$ cat config.mk
export PLATFORM = sky130hd
export DESIGN_NAME = touch_gesture_detector
export DESIGN_NICKNAME = d
export VERILOG_FILES = /design/src/rtl/tgd_pkg.sv /design/src/rtl/tgd_evt_fifo.sv /design/src/rtl/touch_gesture_detector.sv
export SDC_FILE = /design/constraint.sdc
export NUM_CORES = 1
export LEC_CHECK = 0
export BUFFER_PORTS_ARGS = -buffer_cell sky130_fd_sc_hd__buf_4
export CAP_MARGIN = 20
export CORE_ASPECT_RATIO = 0.5
export CORE_UTILIZATION = 50
export CTS_BUF_LIST = sky130_fd_sc_hd__clkbuf_4
export CTS_CLUSTER_SIZE = 25
export DETAILED_ROUTE_END_ITERATION = 7
export GPL_TIMING_DRIVEN = 0
export PLACE_DENSITY = 0.72
export SETUP_SLACK_MARGIN = 0.2
export SKIP_CTS_REPAIR_TIMING = 1
export SLEW_MARGIN = 40
export SYNTH_ARGS = -nofsm -noshare
export SYNTH_HDL_FRONTEND = slang
export SYNTH_HIERARCHICAL = 1
export SYNTH_SLANG_ARGS = --single-unit
$ cat constraint.sdc
create_clock -name clock -period 23 [get_ports clock]
set_input_delay 3.45 -clock clock [delete_from_list [all_inputs] [get_ports clock]]
set_output_delay 3.45 -clock clock [all_outputs]
set_load 0.005 [all_outputs]
$ cat src/rtl/tgd_pkg.sv
// Shared types and constants for the touch gesture detector.
// Used by tgd_evt_fifo and touch_gesture_detector; depends on nothing.
`default_nettype none

package tgd_pkg;

   // Touch points handled (2..4); point fields are fixed at 2 bits.
   localparam int NUM_POINTS = 4;
   localparam int PT_W       = 2;
   localparam int NUM_PAIRS  = 6;
   localparam int TIME_W     = 32;
   localparam int THR_W      = 16;
   localparam int CSR_IDX_W  = 4;

   // index of the last point the engine visits
   localparam logic [PT_W-1:0] PT_LAST = PT_W'(NUM_POINTS - 1);

   localparam logic [THR_W-1:0] LONG_PRESS_RST   = THR_W'(600);
   localparam logic [THR_W-1:0] DOUBLE_CLICK_RST = THR_W'(300);

   // Register indexes on the csr port.
   localparam logic [CSR_IDX_W-1:0] CSR_LONG_PRESS   = CSR_IDX_W'(0);
   localparam logic [CSR_IDX_W-1:0] CSR_DOUBLE_CLICK = CSR_IDX_W'(1);

   // Combo pairs, checked in order AB, AC, BC, AD, BD, CD.
   localparam logic [PT_W-1:0] PAIR_LO [NUM_PAIRS] = '{2'd0, 2'd0, 2'd1, 2'd0, 2'd1, 2'd2};
   localparam logic [PT_W-1:0] PAIR_HI [NUM_PAIRS] = '{2'd1, 2'd2, 2'd2, 2'd3, 2'd3, 2'd3};

   localparam int EVT_FIFO_DEPTH = 16;
   localparam int EVT_PTR_W      = $clog2(EVT_FIFO_DEPTH);
   localparam int EVT_CNT_W      = EVT_PTR_W + 1;

   typedef enum logic [1:0] {
      PH_IDLE    = 2'd0,
      PH_PRESSED = 2'd1,
      PH_HELD    = 2'd2,
      PH_WAIT    = 2'd3
   } phase_type;

   typedef enum logic [2:0] {
      EV_SINGLE  = 3'd0,
      EV_DOUBLE  = 3'd1,
      EV_LONG    = 3'd2,
      EV_RELEASE = 3'd3,
      EV_COMBO   = 3'd4
   } evt_kind_type;

   typedef enum logic [1:0] {
      ENG_IDLE,
      ENG_COMBO,
      ENG_EVAL,
      ENG_SECOND
   } eng_state_type;

   // Per-point record held in the state memory.
   typedef struct packed {
      phase_type           phase;
      logic                long_rep;
      logic [TIME_W-1:0]   press_start;
      logic [TIME_W-1:0]   release_at;
   } point_rec_type;

   // One event word as queued toward the result channel.
   typedef struct packed {
      evt_kind_type        kind;
      logic [PT_W-1:0]     first;
      logic [PT_W-1:0]     second;
      logic                last;
   } evt_type;

endpackage

`default_nettype wire

$ cat src/rtl/tgd_evt_fifo.sv
// Event queue between the gesture engine and the result channel.
// Uses tgd_pkg for the event word type and depth.
`default_nettype none

module tgd_evt_fifo (
   input  wire logic            clock,
   input  wire logic            reset,
   input  wire logic            push_valid,
   input  wire tgd_pkg::evt_type push_word,
   output logic                 full,
   output logic                 out_valid,
   input  wire logic            out_ready,
   output tgd_pkg::evt_type     out_word
);

   tgd_pkg::evt_type                 store [tgd_pkg::EVT_FIFO_DEPTH];
   logic [tgd_pkg::EVT_PTR_W-1:0]    wr_ptr_ff;
   logic [tgd_pkg::EVT_PTR_W-1:0]    rd_ptr_ff;
   logic [tgd_pkg::EVT_CNT_W-1:0]    count_ff;   // words in the store
   logic [tgd_pkg::EVT_CNT_W-1:0]    count_in;
   logic                             head_valid_ff;
   tgd_pkg::evt_type                 head_ff;
   logic                             pop;
   logic                             load;

   assign full      = (count_ff == tgd_pkg::EVT_CNT_W'(tgd_pkg::EVT_FIFO_DEPTH));
   assign out_valid = head_valid_ff;
   assign out_word  = head_ff;
   assign pop       = head_valid_ff && out_ready;
   // head register refills from the store when empty or being taken
   assign load      = (count_ff != '0) && (!head_valid_ff || out_ready);

   always_comb begin
      count_in = count_ff;
      if (push_valid && !load) begin
         count_in = count_ff + 1'b1;
      end else if (!push_valid && load) begin
         count_in = count_ff - 1'b1;
      end
   end

   always_ff @(posedge clock) begin
      if (reset) begin
         wr_ptr_ff     <= '0;
         rd_ptr_ff     <= '0;
         count_ff      <= '0;
         head_valid_ff <= 1'b0;
      end else begin
         if (push_valid) begin
            wr_ptr_ff <= wr_ptr_ff + 1'b1;
         end
         if (load) begin
            rd_ptr_ff <= rd_ptr_ff + 1'b1;
         end
         count_ff <= count_in;
         if (load) begin
            head_valid_ff <= 1'b1;
         end else if (pop) begin
            head_valid_ff <= 1'b0;
         end
      end
   end

   // read and write never hit the same entry: a read needs a stored word
   always_ff @(posedge clock) begin
      if (push_valid) begin
         store[wr_ptr_ff] <= push_word;
      end
      if (load) begin
         head_ff <= store[rd_ptr_ff];
      end
   end

endmodule

`default_nettype wire

$ cat src/rtl/touch_gesture_detector.sv
// Touch gesture detector top level: input buffer, gesture engine, point state memory.
// Uses tgd_pkg and tgd_evt_fifo.
`default_nettype none

// Each req word is one scan tick (timestamp, touch levels, debounced active
// mask). The tick yields zero or more rsp words: pair combo events first (AB,
// AC, BC, AD, BD, CD), then click events per point in point order; tlast marks
// the final word of a tick, and a tick with no events yields no word. Per-point
// state lives in a 4-entry memory with a registered read; the engine reads a
// point, evaluates it and writes it back while reading the next point. A tick
// takes the engine through a combo step per combo event, an evaluation per
// point (P = 4) and an extra step per single click for its release word. A
// one-word input buffer takes the next tick while the current one is worked
// on, and a 16-word event queue with a registered head decouples the result
// channel; the engine pauses only while that queue is full. Registers (csr_index
// 0 long press ms, 1 double click ms) are to be written by the user only while
// idle; the block does not enforce it. Other indexes are ignored. No clearing
// pass after reset: per-entry valid bits make untouched points read as idle.

module touch_gesture_detector (
   input  wire logic        clock,
   input  wire logic        reset,
   // scan tick input
   input  wire logic        req_tvalid,
   output logic             req_tready,
   input  wire logic [39:0] req_tdata,   // [31:0] now_ms, [35:32] touch_levels, [39:36] active_mask
   // event output
   output logic             rsp_tvalid,
   input  wire logic        rsp_tready,
   output logic [7:0]       rsp_tdata,   // [1:0] first_point, [3:2] second_point, [7:4] zero
   output logic [2:0]       rsp_tuser,   // [2:0] evt_kind
   output logic             rsp_tlast,   // last_event
   // register writes
   input  wire logic        csr_valid,
   output logic             csr_ready,
   input  wire logic [3:0]  csr_index,
   input  wire logic [15:0] csr_wdata
);

   // ---------------- configuration ----------------
   logic [tgd_pkg::THR_W-1:0] long_ff;
   logic [tgd_pkg::THR_W-1:0] dbl_ff;

   assign csr_ready = 1'b1;

   always_ff @(posedge clock) begin
      if (reset) begin
         long_ff <= tgd_pkg::LONG_PRESS_RST;
         dbl_ff  <= tgd_pkg::DOUBLE_CLICK_RST;
      end else if (csr_valid && csr_ready) begin
         case (csr_index)
            tgd_pkg::CSR_LONG_PRESS:   long_ff <= csr_wdata;
            tgd_pkg::CSR_DOUBLE_CLICK: dbl_ff  <= csr_wdata;
            default: ;
         endcase
      end
   end

   // ---------------- input buffer ----------------
   logic                        in_valid_ff;
   logic [tgd_pkg::TIME_W-1:0]  in_now_ff;
   logic [3:0]                  in_lvl_ff;
   logic [3:0]                  in_act_ff;
   logic                        in_take;
   logic                        adv;      // engine may step (queue has room)
   logic                        fifo_full;

   assign adv        = !fifo_full;
   assign req_tready = !in_valid_ff || in_take;

   always_ff @(posedge clock) begin
      if (reset) begin
         in_valid_ff <= 1'b0;
      end else if (req_tvalid && req_tready) begin
         in_valid_ff <= 1'b1;
      end else if (in_take) begin
         in_valid_ff <= 1'b0;
      end
   end

   always_ff @(posedge clock) begin
      if (req_tvalid && req_tready) begin
         in_now_ff <= req_tdata[31:0];
         in_lvl_ff <= req_tdata[35:32];
         in_act_ff <= req_tdata[39:36];
      end
   end

   // ---------------- engine registers ----------------
   tgd_pkg::eng_state_type      state_ff, state_in;
   logic [tgd_pkg::PT_W-1:0]    pt_idx_ff, pt_idx_in;
   logic [tgd_pkg::TIME_W-1:0]  now_ff;
   logic [3:0]                  lvl_ff;
   logic [3:0]                  prev_act_ff;
   logic [tgd_pkg::NUM_PAIRS-1:0] combo_ff, combo_in;
   tgd_pkg::evt_type            pend_ff, pend_in;
   logic                        pend_valid_ff, pend_valid_in;

   // ---------------- point state memory ----------------
   tgd_pkg::point_rec_type      point_mem [tgd_pkg::NUM_POINTS];
   logic [tgd_pkg::NUM_POINTS-1:0] pt_valid_ff;
   tgd_pkg::point_rec_type      rd_data_ff;
   logic                        rd_valid_ff;
   logic                        mem_re;
   logic [tgd_pkg::PT_W-1:0]    rd_addr;
   logic                        mem_we;
   tgd_pkg::point_rec_type      rec;
   tgd_pkg::point_rec_type      rec_next;

   always_ff @(posedge clock) begin
      if (mem_we) begin
         point_mem[pt_idx_ff] <= rec_next;
      end
      if (mem_re) begin
         rd_data_ff <= point_mem[rd_addr];
      end
   end

   always_ff @(posedge clock) begin
      if (reset) begin
         pt_valid_ff <= '0;
         rd_valid_ff <= 1'b0;
      end else begin
         if (mem_we) begin
            pt_valid_ff[pt_idx_ff] <= 1'b1;
         end
         if (mem_re) begin
            rd_valid_ff <= pt_valid_ff[rd_addr];
         end
      end
   end

   // never-written entry reads as the reset record (idle, times zero)
   assign rec = rd_valid_ff ? rd_data_ff : '0;

   // ---------------- combo detection ----------------
   logic [tgd_pkg::NUM_PAIRS-1:0] combo_hits;
   logic [2:0]                    combo_sel;

   always_comb begin
      for (int p = 0; p < tgd_pkg::NUM_PAIRS; p++) begin
         combo_hits[p] = (int'(tgd_pkg::PAIR_HI[p]) < tgd_pkg::NUM_POINTS)
                      && in_act_ff[tgd_pkg::PAIR_LO[p]] && in_act_ff[tgd_pkg::PAIR_HI[p]]
                      && !(prev_act_ff[tgd_pkg::PAIR_LO[p]] && prev_act_ff[tgd_pkg::PAIR_HI[p]]);
      end
   end

   // lowest pending pair
   always_comb begin
      combo_sel = '0;
      for (int p = tgd_pkg::NUM_PAIRS - 1; p >= 0; p--) begin
         if (combo_ff[p]) begin
            combo_sel = 3'(p);
         end
      end
   end

   // ---------------- point evaluation ----------------
   logic                        cur;
   logic [tgd_pkg::TIME_W-1:0]  elapsed;
   logic                        ge_long;
   logic                        gt_dbl;
   logic                        pt_ev;
   tgd_pkg::evt_kind_type       pt_kind;
   logic                        two_ev;   // single click then release

   assign cur = lvl_ff[pt_idx_ff];
   // one subtractor: the wait phase measures from release, the rest from press
   assign elapsed = now_ff - ((rec.phase == tgd_pkg::PH_WAIT) ? rec.release_at
                                                              : rec.press_start);
   assign ge_long = (elapsed >= {{(tgd_pkg::TIME_W - tgd_pkg::THR_W){1'b0}}, long_ff});
   assign gt_dbl  = (elapsed >  {{(tgd_pkg::TIME_W - tgd_pkg::THR_W){1'b0}}, dbl_ff});

   always_comb begin
      rec_next = rec;
      pt_ev    = 1'b0;
      pt_kind  = tgd_pkg::EV_RELEASE;
      two_ev   = 1'b0;
      case (rec.phase)
         tgd_pkg::PH_IDLE: begin
            rec_next.long_rep = 1'b0;
            if (cur) begin
               rec_next.phase       = tgd_pkg::PH_PRESSED;
               rec_next.press_start = now_ff;
            end
         end
         tgd_pkg::PH_PRESSED: begin
            if (!cur) begin
               if (ge_long) begin
                  // long press ended before it was reported: release only
                  pt_ev          = 1'b1;
                  pt_kind        = tgd_pkg::EV_RELEASE;
                  rec_next.phase = tgd_pkg::PH_IDLE;
               end else begin
                  rec_next.phase      = tgd_pkg::PH_WAIT;
                  rec_next.release_at = now_ff;
               end
            end else if (ge_long && !rec.long_rep) begin
               pt_ev             = 1'b1;
               pt_kind           = tgd_pkg::EV_LONG;
               rec_next.long_rep = 1'b1;
               rec_next.phase    = tgd_pkg::PH_HELD;
            end
         end
         tgd_pkg::PH_HELD: begin
            if (!cur) begin
               pt_ev          = 1'b1;
               pt_kind        = tgd_pkg::EV_RELEASE;
               rec_next.phase = tgd_pkg::PH_IDLE;
            end
         end
         tgd_pkg::PH_WAIT: begin
            if (cur) begin
               pt_ev                = 1'b1;
               pt_kind              = tgd_pkg::EV_DOUBLE;
               rec_next.phase       = tgd_pkg::PH_PRESSED;
               rec_next.press_start = now_ff;
            end else if (gt_dbl) begin
               pt_ev          = 1'b1;
               pt_kind        = tgd_pkg::EV_SINGLE;
               two_ev         = 1'b1;
               rec_next.phase = tgd_pkg::PH_IDLE;
            end
         end
         default: ;
      endcase
   end

   // ---------------- engine: next state ----------------
   always_comb begin
      state_in = state_ff;
      if (adv) begin
         case (state_ff)
            tgd_pkg::ENG_IDLE: begin
               if (in_valid_ff) begin
                  state_in = tgd_pkg::ENG_COMBO;
               end
            end
            tgd_pkg::ENG_COMBO: begin
               if (combo_ff == '0) begin
                  state_in = tgd_pkg::ENG_EVAL;
               end
            end
            tgd_pkg::ENG_EVAL: begin
               if (two_ev) begin
                  state_in = tgd_pkg::ENG_SECOND;
               end else if (pt_idx_ff == tgd_pkg::PT_LAST) begin
                  state_in = tgd_pkg::ENG_IDLE;
               end
            end
            tgd_pkg::ENG_SECOND: begin
               state_in = (pt_idx_ff == tgd_pkg::PT_LAST) ? tgd_pkg::ENG_IDLE
                                                          : tgd_pkg::ENG_EVAL;
            end
            default: state_in = tgd_pkg::ENG_IDLE;
         endcase
      end
   end

   // ---------------- engine: outputs ----------------
   logic             new_ev;
   tgd_pkg::evt_type new_word;
   logic             push_en;
   tgd_pkg::evt_type push_word;

   always_comb begin
      in_take   = 1'b0;
      mem_re    = 1'b0;
      mem_we    = 1'b0;
      rd_addr   = pt_idx_ff;
      pt_idx_in = pt_idx_ff;
      combo_in  = combo_ff;
      new_ev    = 1'b0;
      new_word  = '{kind: tgd_pkg::EV_COMBO, first: pt_idx_ff, second: pt_idx_ff, last: 1'b0};
      if (adv) begin
         case (state_ff)
            tgd_pkg::ENG_IDLE: begin
               in_take  = in_valid_ff;
               combo_in = combo_hits;
            end
            tgd_pkg::ENG_COMBO: begin
               if (combo_ff != '0) begin
                  new_ev              = 1'b1;
                  new_word.first      = tgd_pkg::PAIR_LO[combo_sel];
                  new_word.second     = tgd_pkg::PAIR_HI[combo_sel];
                  combo_in[combo_sel] = 1'b0;
               end else begin
                  mem_re    = 1'b1;
                  rd_addr   = '0;
                  pt_idx_in = '0;
               end
            end
            tgd_pkg::ENG_EVAL: begin
               mem_we        = 1'b1;
               new_ev        = pt_ev;
               new_word.kind = pt_kind;
               if (!two_ev && pt_idx_ff != tgd_pkg::PT_LAST) begin
                  mem_re    = 1'b1;
                  rd_addr   = pt_idx_ff + 1'b1;
                  pt_idx_in = pt_idx_ff + 1'b1;
               end
            end
            tgd_pkg::ENG_SECOND: begin
               new_ev        = 1'b1;
               new_word.kind = tgd_pkg::EV_RELEASE;
               if (pt_idx_ff != tgd_pkg::PT_LAST) begin
                  mem_re    = 1'b1;
                  rd_addr   = pt_idx_ff + 1'b1;
                  pt_idx_in = pt_idx_ff + 1'b1;
               end
            end
            default: ;
         endcase
      end
   end

   // One event is held back so the final event of a tick can carry tlast:
   // a new event pushes the held one as not-last; idle flushes it as last.
   always_comb begin
      push_en       = adv && pend_valid_ff && (new_ev || state_ff == tgd_pkg::ENG_IDLE);
      push_word     = pend_ff;
      push_word.last = (state_ff == tgd_pkg::ENG_IDLE);
      pend_in       = pend_ff;
      pend_valid_in = pend_valid_ff;
      if (adv) begin
         if (new_ev) begin
            pend_in       = new_word;
            pend_valid_in = 1'b1;
         end else if (state_ff == tgd_pkg::ENG_IDLE) begin
            pend_valid_in = 1'b0;
         end
      end
   end

   always_ff @(posedge clock) begin
      if (reset) begin
         state_ff      <= tgd_pkg::ENG_IDLE;
         pt_idx_ff     <= '0;
         combo_ff      <= '0;
         prev_act_ff   <= '0;
         pend_valid_ff <= 1'b0;
      end else begin
         state_ff      <= state_in;
         pt_idx_ff     <= pt_idx_in;
         combo_ff      <= combo_in;
         pend_valid_ff <= pend_valid_in;
         if (in_take) begin
            prev_act_ff <= in_act_ff;
         end
      end
   end

   always_ff @(posedge clock) begin
      pend_ff <= pend_in;
      if (in_take) begin
         now_ff <= in_now_ff;
         lvl_ff <= in_lvl_ff;
      end
   end

   // ---------------- event queue ----------------
   tgd_pkg::evt_type out_word;

   tgd_evt_fifo u_evt_fifo (
      .clock      (clock),
      .reset      (reset),
      .push_valid (push_en),
      .push_word  (push_word),
      .full       (fifo_full),
      .out_valid  (rsp_tvalid),
      .out_ready  (rsp_tready),
      .out_word   (out_word)
   );

   assign rsp_tdata = {4'b0000, out_word.second, out_word.first};
   assign rsp_tuser = out_word.kind;
   assign rsp_tlast = out_word.last;

`ifndef SYNTHESIS
   // the release half of a single click follows only its evaluation step
   a_second_after_eval: assert property (@(posedge clock) disable iff (reset)
      (state_ff == tgd_pkg::ENG_SECOND && $past(state_ff) != tgd_pkg::ENG_SECOND)
         |-> $past(state_ff) == tgd_pkg::ENG_EVAL)
      else $error("second event step entered without evaluation");

   // no event word is pushed into a full queue
   a_no_push_full: assert property (@(posedge clock) disable iff (reset)
      push_en |-> !fifo_full)
      else $error("event pushed into full queue");

   // starting a tick leaves nothing held back from the previous one
   a_tick_start_clean: assert property (@(posedge clock) disable iff (reset)
      in_take |=> (state_ff == tgd_pkg::ENG_COMBO && !pend_valid_ff))
      else $error("tick started with a held event");
`endif

endmodule

`default_nettype wire
==> metrics.cfg, run 1 <==
[status]
status = completed

[global_routing]
grt_use_met3 = 0.0491
grt_pass1_wl_um = 92900
grt_overflow = 0
grt_max_degree = 36
grt_pass1_vias = 16800
gr-usage-met1 = 0.301
antenna_found_initial = 3
grtUsageTotal = 0.218
busiest_layer = met2
grt_use_met2 = 0.346

[pwr]
intPower_uw = 2040
p_leak_uw = 0.0107
vdd_drop_max_uv = 43.9
sw_frac_of_total = 0.284
power_per_cell_area_nw_per_um2 = 91.7
switchingPower_uw = 809
power_frac_comb = 0.208
pwr-share-clk = 0.308
p_seq_frac = 0.483

[clocking]
tritoncts = built
cts_made_buffers = 141
cts_root_buf = clkbuf_4
cts_buffer_depth = 3
cts.clk_slew.worst_paths_ps = 80
h-tree-depth = 4
clock-sinks = 621
insertion_delay_ps = 900

[timing]
relSlewSlack = 0.465
rsz0062_at_grt = false
clock.fmax_ghz = 0.113
worst_slack_ps = 14150
clock_skew_ps = 70.4
setup_violations = 0
period_share = 0.385
timing.hold.ws_ps = 400
final-max-slew-violation-count = 0
period_minus_slack_ps = 8850
tightestPinTransition_ps = 803
finalHoldViolations = 0
fin_setup_tns_ps = 0

[detailed_routing]
routed_wl_um = 60600
drc_errors = 0
drtIter0Drc = 1526
first_pass_iters = 6
vias = 16700
final_antenna_net_count = 0
drt-vias-per-instance = 5.67
wl_per_cell_um = 20.6

[setup_path]
path_max_fanout = 10
crit_buf_inv = 6
critical_path_arrival_ps = 9330
cp.required_ps = 23480
crit_family = buffers and inverters
crit_path_end_kind = flip-flop
crit_type = reg2reg
crit_path_max_incr_delay_ps = 770
startpoint_type = flip-flop
crit_slowest_cell = a2111oi_1

[yosys]
synth_edf_count = 554
synth_area_um2 = 27500
synth.most_common_cell = edfxtp_1
ys_ff_latch = 621
yosysTopAreaCell = edfxtp_1
synthArstFlopShare = 0
avgSynthCellArea_um2 = 14.5
yosys_warnings = 6
synthTopCellsByCount = 554 x edfxtp_1, 285 x nand2_1, 90 x a21oi_1, 90 x nor2_1, 89 x mux4_2
ys.flop_type = edfxtp_1
synth_cells = 1889
ys_types = 90
yosys-top-cells-area = edfxtp_1 61%, mux4_2 7.3%, dfxtp_1 4.9%
yosysSeqAreaShare = 0.655
synth_top_cell_area_share = 0.606

[floorplanning]
start_util = 0.509
rows = 60
die_y_um = 168
fp.dieW_um = 333
core_um2 = 54000
dieArea_um2 = 55900
io_pins = 80

[place]
gp_congestion = 0.885
place_ws_ps = 14330
portBuffers = 73
dpl.hpwl_um = 40800

[hold_path]
worstHoldPathType = reg2reg

[layout]
area_delta_synth_final_pct = 13.1
final_layout_size_suffix_gt1_frac = 0.232
fill_cells = 4188
multi_input_area_um2 = 8750
nets = 2272
regArea_um2 = 18000

[job]
cap_violations = 0

-- metal layers --
layer,wire [um],part of all wire
met1,27000,0.45
met5,0,0
met2,28300,0.47
met4,1430,0.024
met3,3920,0.065
-- worst reg2reg max path: cells and delay by family (launching register included) --
kind | cells | cell delay, ps
AOI/OAI and AO/OA | 10 | 2250
and+or+nand+nor | 9 | 1940
DFF | 1 | 360
muxes | 2 | 440
buffers and inverters | 6 | 2320
xor gates and xnor gates | 1 | 170
adders and majority gates | 3 | 1000
-- worst paths after layout --
check	start	end	slack [ps]	cells past startpoint
worst min register to register	in_now_ff[30]	now_ff[30]	400	0
worst max-delay path	rd_valid_ff	u_evt_fifo/store[2][6]	14150	31
worst max register to register	rd_valid_ff	u_evt_fifo/store[2][6]	14150	31
worst min-delay path	in_now_ff[30]	now_ff[30]	400	0
-- layout by cell type, fill, tap and decap left out, types with 15 or more instances in the layout --
cell,netlist,routed
xnor2_1,20,20
nand4_1,17,17
nor2_1,90,89
nand3_1,18,18
nor3_1,22,21
ha_1,82,82
clkbuf_4,1,207
buf_2,15,15
o21ai_0,68,68
nand3b_1,34,34
mux4_2,89,89
a21o_1,19,19
clkinv_1,1,24
a22oi_1,18,18
and2_1,24,23
mux2_2,33,33
dfxtp_1,67,67
buf_4,11,84
inv_1,59,59
clkbuf_1,48,47
buf_12,7,17
nand2_1,285,285
mux2i_1,16,16
a21oi_1,90,89
edfxtp_1,554,554
-- state kept, by name, indices dropped and copies added (netlist names) --
| signal | cells |
|---|---|
| in_now_ff | 32 |
| u_evt_fifo/count_ff | 5 |
| u_evt_fifo/out_word | 8 |
| in_act_ff | 4 |
| lvl_ff | 4 |
| prev_act_ff | 4 |
| in_lvl_ff | 4 |
| pt_valid_ff | 4 |
| now_ff | 32 |
| long_ff | 16 |
| u_evt_fifo/rd_ptr_ff | 4 |
| in_valid_ff | 1 |
| pend_valid_ff | 1 |
| u_evt_fifo/wr_ptr_ff | 4 |
| pt_idx_ff | 2 |
| rd_data_ff | 67 |
| state_ff | 2 |
| pend_ff | 7 |
| u_evt_fifo/store | 128 |
| point_mem | 268 |
| u_evt_fifo/out_valid | 1 |
| combo_ff | 6 |
| rd_valid_ff | 1 |
| dbl_ff | 16 |
-- layout make-up --
type                    instances  share of cell area
flip-flops and latches        621               0.579
repair buffers                 88              0.0265
clock inverters                43             0.00854
well taps                     713              0.0287
inverters                      60             0.00725
clock buffers                 205              0.0496
diodes                          2            0.000161
plain buffers                  95              0.0185
multi-input cells            1116               0.282
-- power by group through the flow --
stage / clock [uW] / combinational (uW) / sequential [uW]
after floorplan: 0 / 417 / 1390
after global placement: 0 / 562 / 1410
after detailed placement: 0 / 591 / 1400
after CTS: 898 / 593 / 1380
after global routing: 952 / 645 / 1380
final: 878 / 593 / 1380
-- per-stage QoR --
| step | util | instance area [um^2] | instances | power [uW] |
|---|---|---|---|---|
| global placement | 0.536 | 28900 | 2678 | 1970 |
| global route | 0.575 | 31100 | 2943 | 2980 |
| CTS | 0.575 | 31000 | 2941 | 2870 |
| finish | 0.575 | 31100 | 2943 | 2850 |
| floorplan | - | 27500 | 1892 | 1810 |
| detailed placement | 0.542 | 29200 | 2693 | 1990 |
-- logic make-up (layout without fill, tap and decap cells) --
family	Yosys count	in the layout	synth area share
and+or+nand+nor	549	549	0.0935
AOI/OAI and AO/OA	296	296	0.0699
adders and majority gates	84	84	0.0388
other	2	7	0.000273
xor gates and xnor gates	31	31	0.00989
muxes	151	151	0.104
DFF	621	621	0.655
buffers and inverters	155	491	0.0290
Note: power is estimated with default switching activity, not from simulation.
==> inputs of run 2 (changes only) <==
--- a/config.mk
+++ b/config.mk
@@ -5,6 +5,7 @@
 export SDC_FILE = /design/constraint.sdc
 export NUM_CORES = 1
 export LEC_CHECK = 0
+export ABC_AREA = 1
 export BUFFER_PORTS_ARGS = -buffer_cell sky130_fd_sc_hd__buf_4
 export CAP_MARGIN = 20
 export CORE_ASPECT_RATIO = 0.5
==> constraint.sdc (replaced) <==
create_clock -name clock -period 8.8 [get_ports clock]
set_input_delay 1.32 -clock clock [delete_from_list [all_inputs] [get_ports clock]]
set_output_delay 1.32 -clock clock [all_outputs]
set_load 0.005 [all_outputs]
==> run 2 against run 1 <==
Via count grew 28%. Combinational power grew to 5.9 times the previous value. Critical path type unchanged. Largest cell class unchanged. Non-clock buffer count grew 22.
==> metrics.cfg, run 2 <==
[timing]
setup_violations = 0
finalHoldViolations = 0
relSlewSlack = 0.421
fin_setup_tns_ps = 0
period_share = 0.905
clock_skew_ps = 63.7
clock.fmax_ghz = 0.126
tightestPinTransition_ps = 869
period_minus_slack_ps = 7960
rsz0062_at_grt = false
final-max-slew-violation-count = 0

[yosys]
yosysSeqAreaShare = 0.632
yosysTopAreaCell = edfxtp_1
ys_ff_latch = 621
avgSynthCellArea_um2 = 10.1
synth.most_common_cell = nand2_1
yosys_warnings = 6
yosys-top-cells-area = edfxtp_1 58%, nand2_1 8.2%, inv_1 4.7%
synth_edf_count = 554
ys.flop_type = edfxtp_1
synth_area_um2 = 28400
synthTopCellsByCount = 618 x nand2_1, 554 x edfxtp_1, 358 x inv_1
synthArstFlopShare = 0
ys_types = 46
synth_cells = 2820
synth_top_cell_area_share = 0.585

[global_routing]
grt_pass1_wl_um = 114000
grt_pass1_vias = 20300
grt_overflow = 0
grtUsageTotal = 0.262
grt_max_degree = 51
antenna_found_initial = 2

[clocking]
insertion_delay_ps = 910
cts.clk_slew.worst_paths_ps = 70
cts_buffer_depth = 3
h-tree-depth = 4
tritoncts = built
cts_root_buf = clkbuf_4
clock-sinks = 621
cts_made_buffers = 140

[layout]
area_delta_synth_final_pct = 13.5
layout_commonest_cell = nand2_1
largest_reg_flops = 268
final_layout_size_suffix_gt1_frac = 0.141
design_area_um2 = 32300
regMostFlops = point_mem
top_regs = point_mem: 268 flops, u_evt_fifo/store: 128 flops, rd_data_ff: 67 flops
layout.cells.most_common_list = 618 x nand2_1, 554 x edfxtp_1, 355 x inv_1, 309 x nor2_1, 215 x clkbuf_4
nets = 3206

[place]
dpl.hpwl_um = 52200
portBuffers = 73
post_dp_cell_area_um2 = 30400
gp_congestion = 0.925

[pwr]
power_per_cell_area_nw_per_um2 = 315
power_uw = 10200
p_leak_uw = 0.0133
vdd_drop_max_uv = 140

[setup_path]
crit_slowest_cell = nor2_1
r2r_end = u_evt_fifo/store[3][5]
cp.required_ps = 9310
critical_path_arrival_ps = 8470
cpMostUsedCell = nand2_1
reg2regPathDepth = 34
crit_path_max_incr_delay_ps = 710
crit_type = reg2reg
r2r_setup_slack_ps = 840
crit_path_end_kind = flip-flop
path_max_fanout = 10
r2r_start = rd_valid_ff
startpoint = rd_valid_ff
startpoint_type = flip-flop

[floorplanning]
start_util = 0.509
core_um2 = 55900
rows = 61
dieArea_um2 = 57900
io_pins = 80
die_y_um = 171
fp.dieW_um = 339

[detailed_routing]
vias = 21300
first_pass_iters = 6
wl_per_cell_um = 19.2
drt-vias-per-instance = 5.44
final_antenna_net_count = 0
drc_errors = 0
drtIter0Drc = 2461
routed_wl_um = 75400

[status]
status = completed

[hold_path]
min-delay-start = in_now_ff[12]
hold_end = now_ff[12]
hold_depth = 0
worstHoldPathType = reg2reg

[job]
cap_violations = 0

## run 2: changes by cell type in the layout (fill, tap and decap cells not counted), moves of 20 or more
cell,before,now
mux4_2,89,0
nand3b_1,34,3
nand3_1,18,151
a21oi_1,89,126
o22ai_1,0,58
nor2_1,89,309
mux2_2,33,1
inv_1,59,355
o21ai_0,68,211
xnor2_1,20,0
nand2_1,285,618
## run 2: per-layer routing
| metal | vias to the layer above | routed length, um | track usage |
|---|---|---|---|
| li1 | 10100 | - | - |
| met1 | 9967 | 31300 | 0.350 |
| met2 | 1107 | 34500 | 0.424 |
| met3 | 163 | 7340 | 0.0598 |
| met4 | 0 | 2140 | 0.0877 |
| met5 | - | 0 | 0 |
## run 2: stage by stage
stage | utilization | setup slack (ps) | cells | hold WS (ps)
after global placement | 0.536 | 221 | 3652 | 402
final | 0.578 | 837 | 3916 | 409
after floorplan | - | 3010 | 2823 | 400
after CTS | 0.578 | 1040 | 3915 | 404
after global routing | 0.578 | 308 | 3916 | 412
after detailed placement | 0.545 | 1130 | 3671 | 405
## run 2: cell type report
| type | instances | area [um^2] |
|---|---|---|
| Multi-Input combinational cell | 1717 | 8530 |
| Antenna cell | 1 | 2.50 |
| Clock buffer | 215 | 1610 |
| Timing Repair Buffer | 92 | 983 |
| Clock inverter | 29 | 229 |
| Tap cell | 756 | 946 |
| Sequential cell | 621 | 18000 |
| Inverter | 372 | 1410 |
| Fill cell | 4719 | 23600 |
| Buffer | 113 | 584 |
## run 2: kinds of logic (layout without fill, tap and decap cells)
group | after synthesis | count (layout) | synth area share
compound gates | 461 | 461 | 0.0896
buf+inv | 485 | 821 | 0.0697
fa+ha+maj | 84 | 84 | 0.0375
mux | 1 | 1 | 0.000396
simple gates | 1146 | 1146 | 0.164
other cells | 2 | 6 | 0.000264
xor+xnor | 20 | 20 | 0.00616
flops | 621 | 621 | 0.632
## run 2: how the worst max path moves through the flow
stage,slack [ps],to,cells after the start
2_1_floorplan,3010,rd_data_ff[0],31
3_3_place_gp,220,rd_valid_ff,28
3_5_place_dp,1130,u_evt_fifo/store[3][3],38
4_1_cts,1040,u_evt_fifo/store[3][7],34
5_1_grt,310,u_evt_fifo/store[3][6],34
6_report,840,u_evt_fifo/store[3][5],34
## run 2: worst max-delay path: cells and delay by family (launching register included)
family	cells	cell delay [ps]
AOI/OAI and AO/OA	8	1470
and+or+nand+nor	14	2380
DFF	1	440
xor gates and xnor gates	1	190
buffers and inverters	8	2150
adders and majority gates	3	920
## run 2: power breakdown
| group | switching (uW) | leakage [uW] | internal [uW] |
|---|---|---|---|
| Combinational | 2400 | 0.00654 | 1070 |
| Clock | 1150 | 0.00109 | 1200 |
| Sequential | 288 | 0.00566 | 4060 |
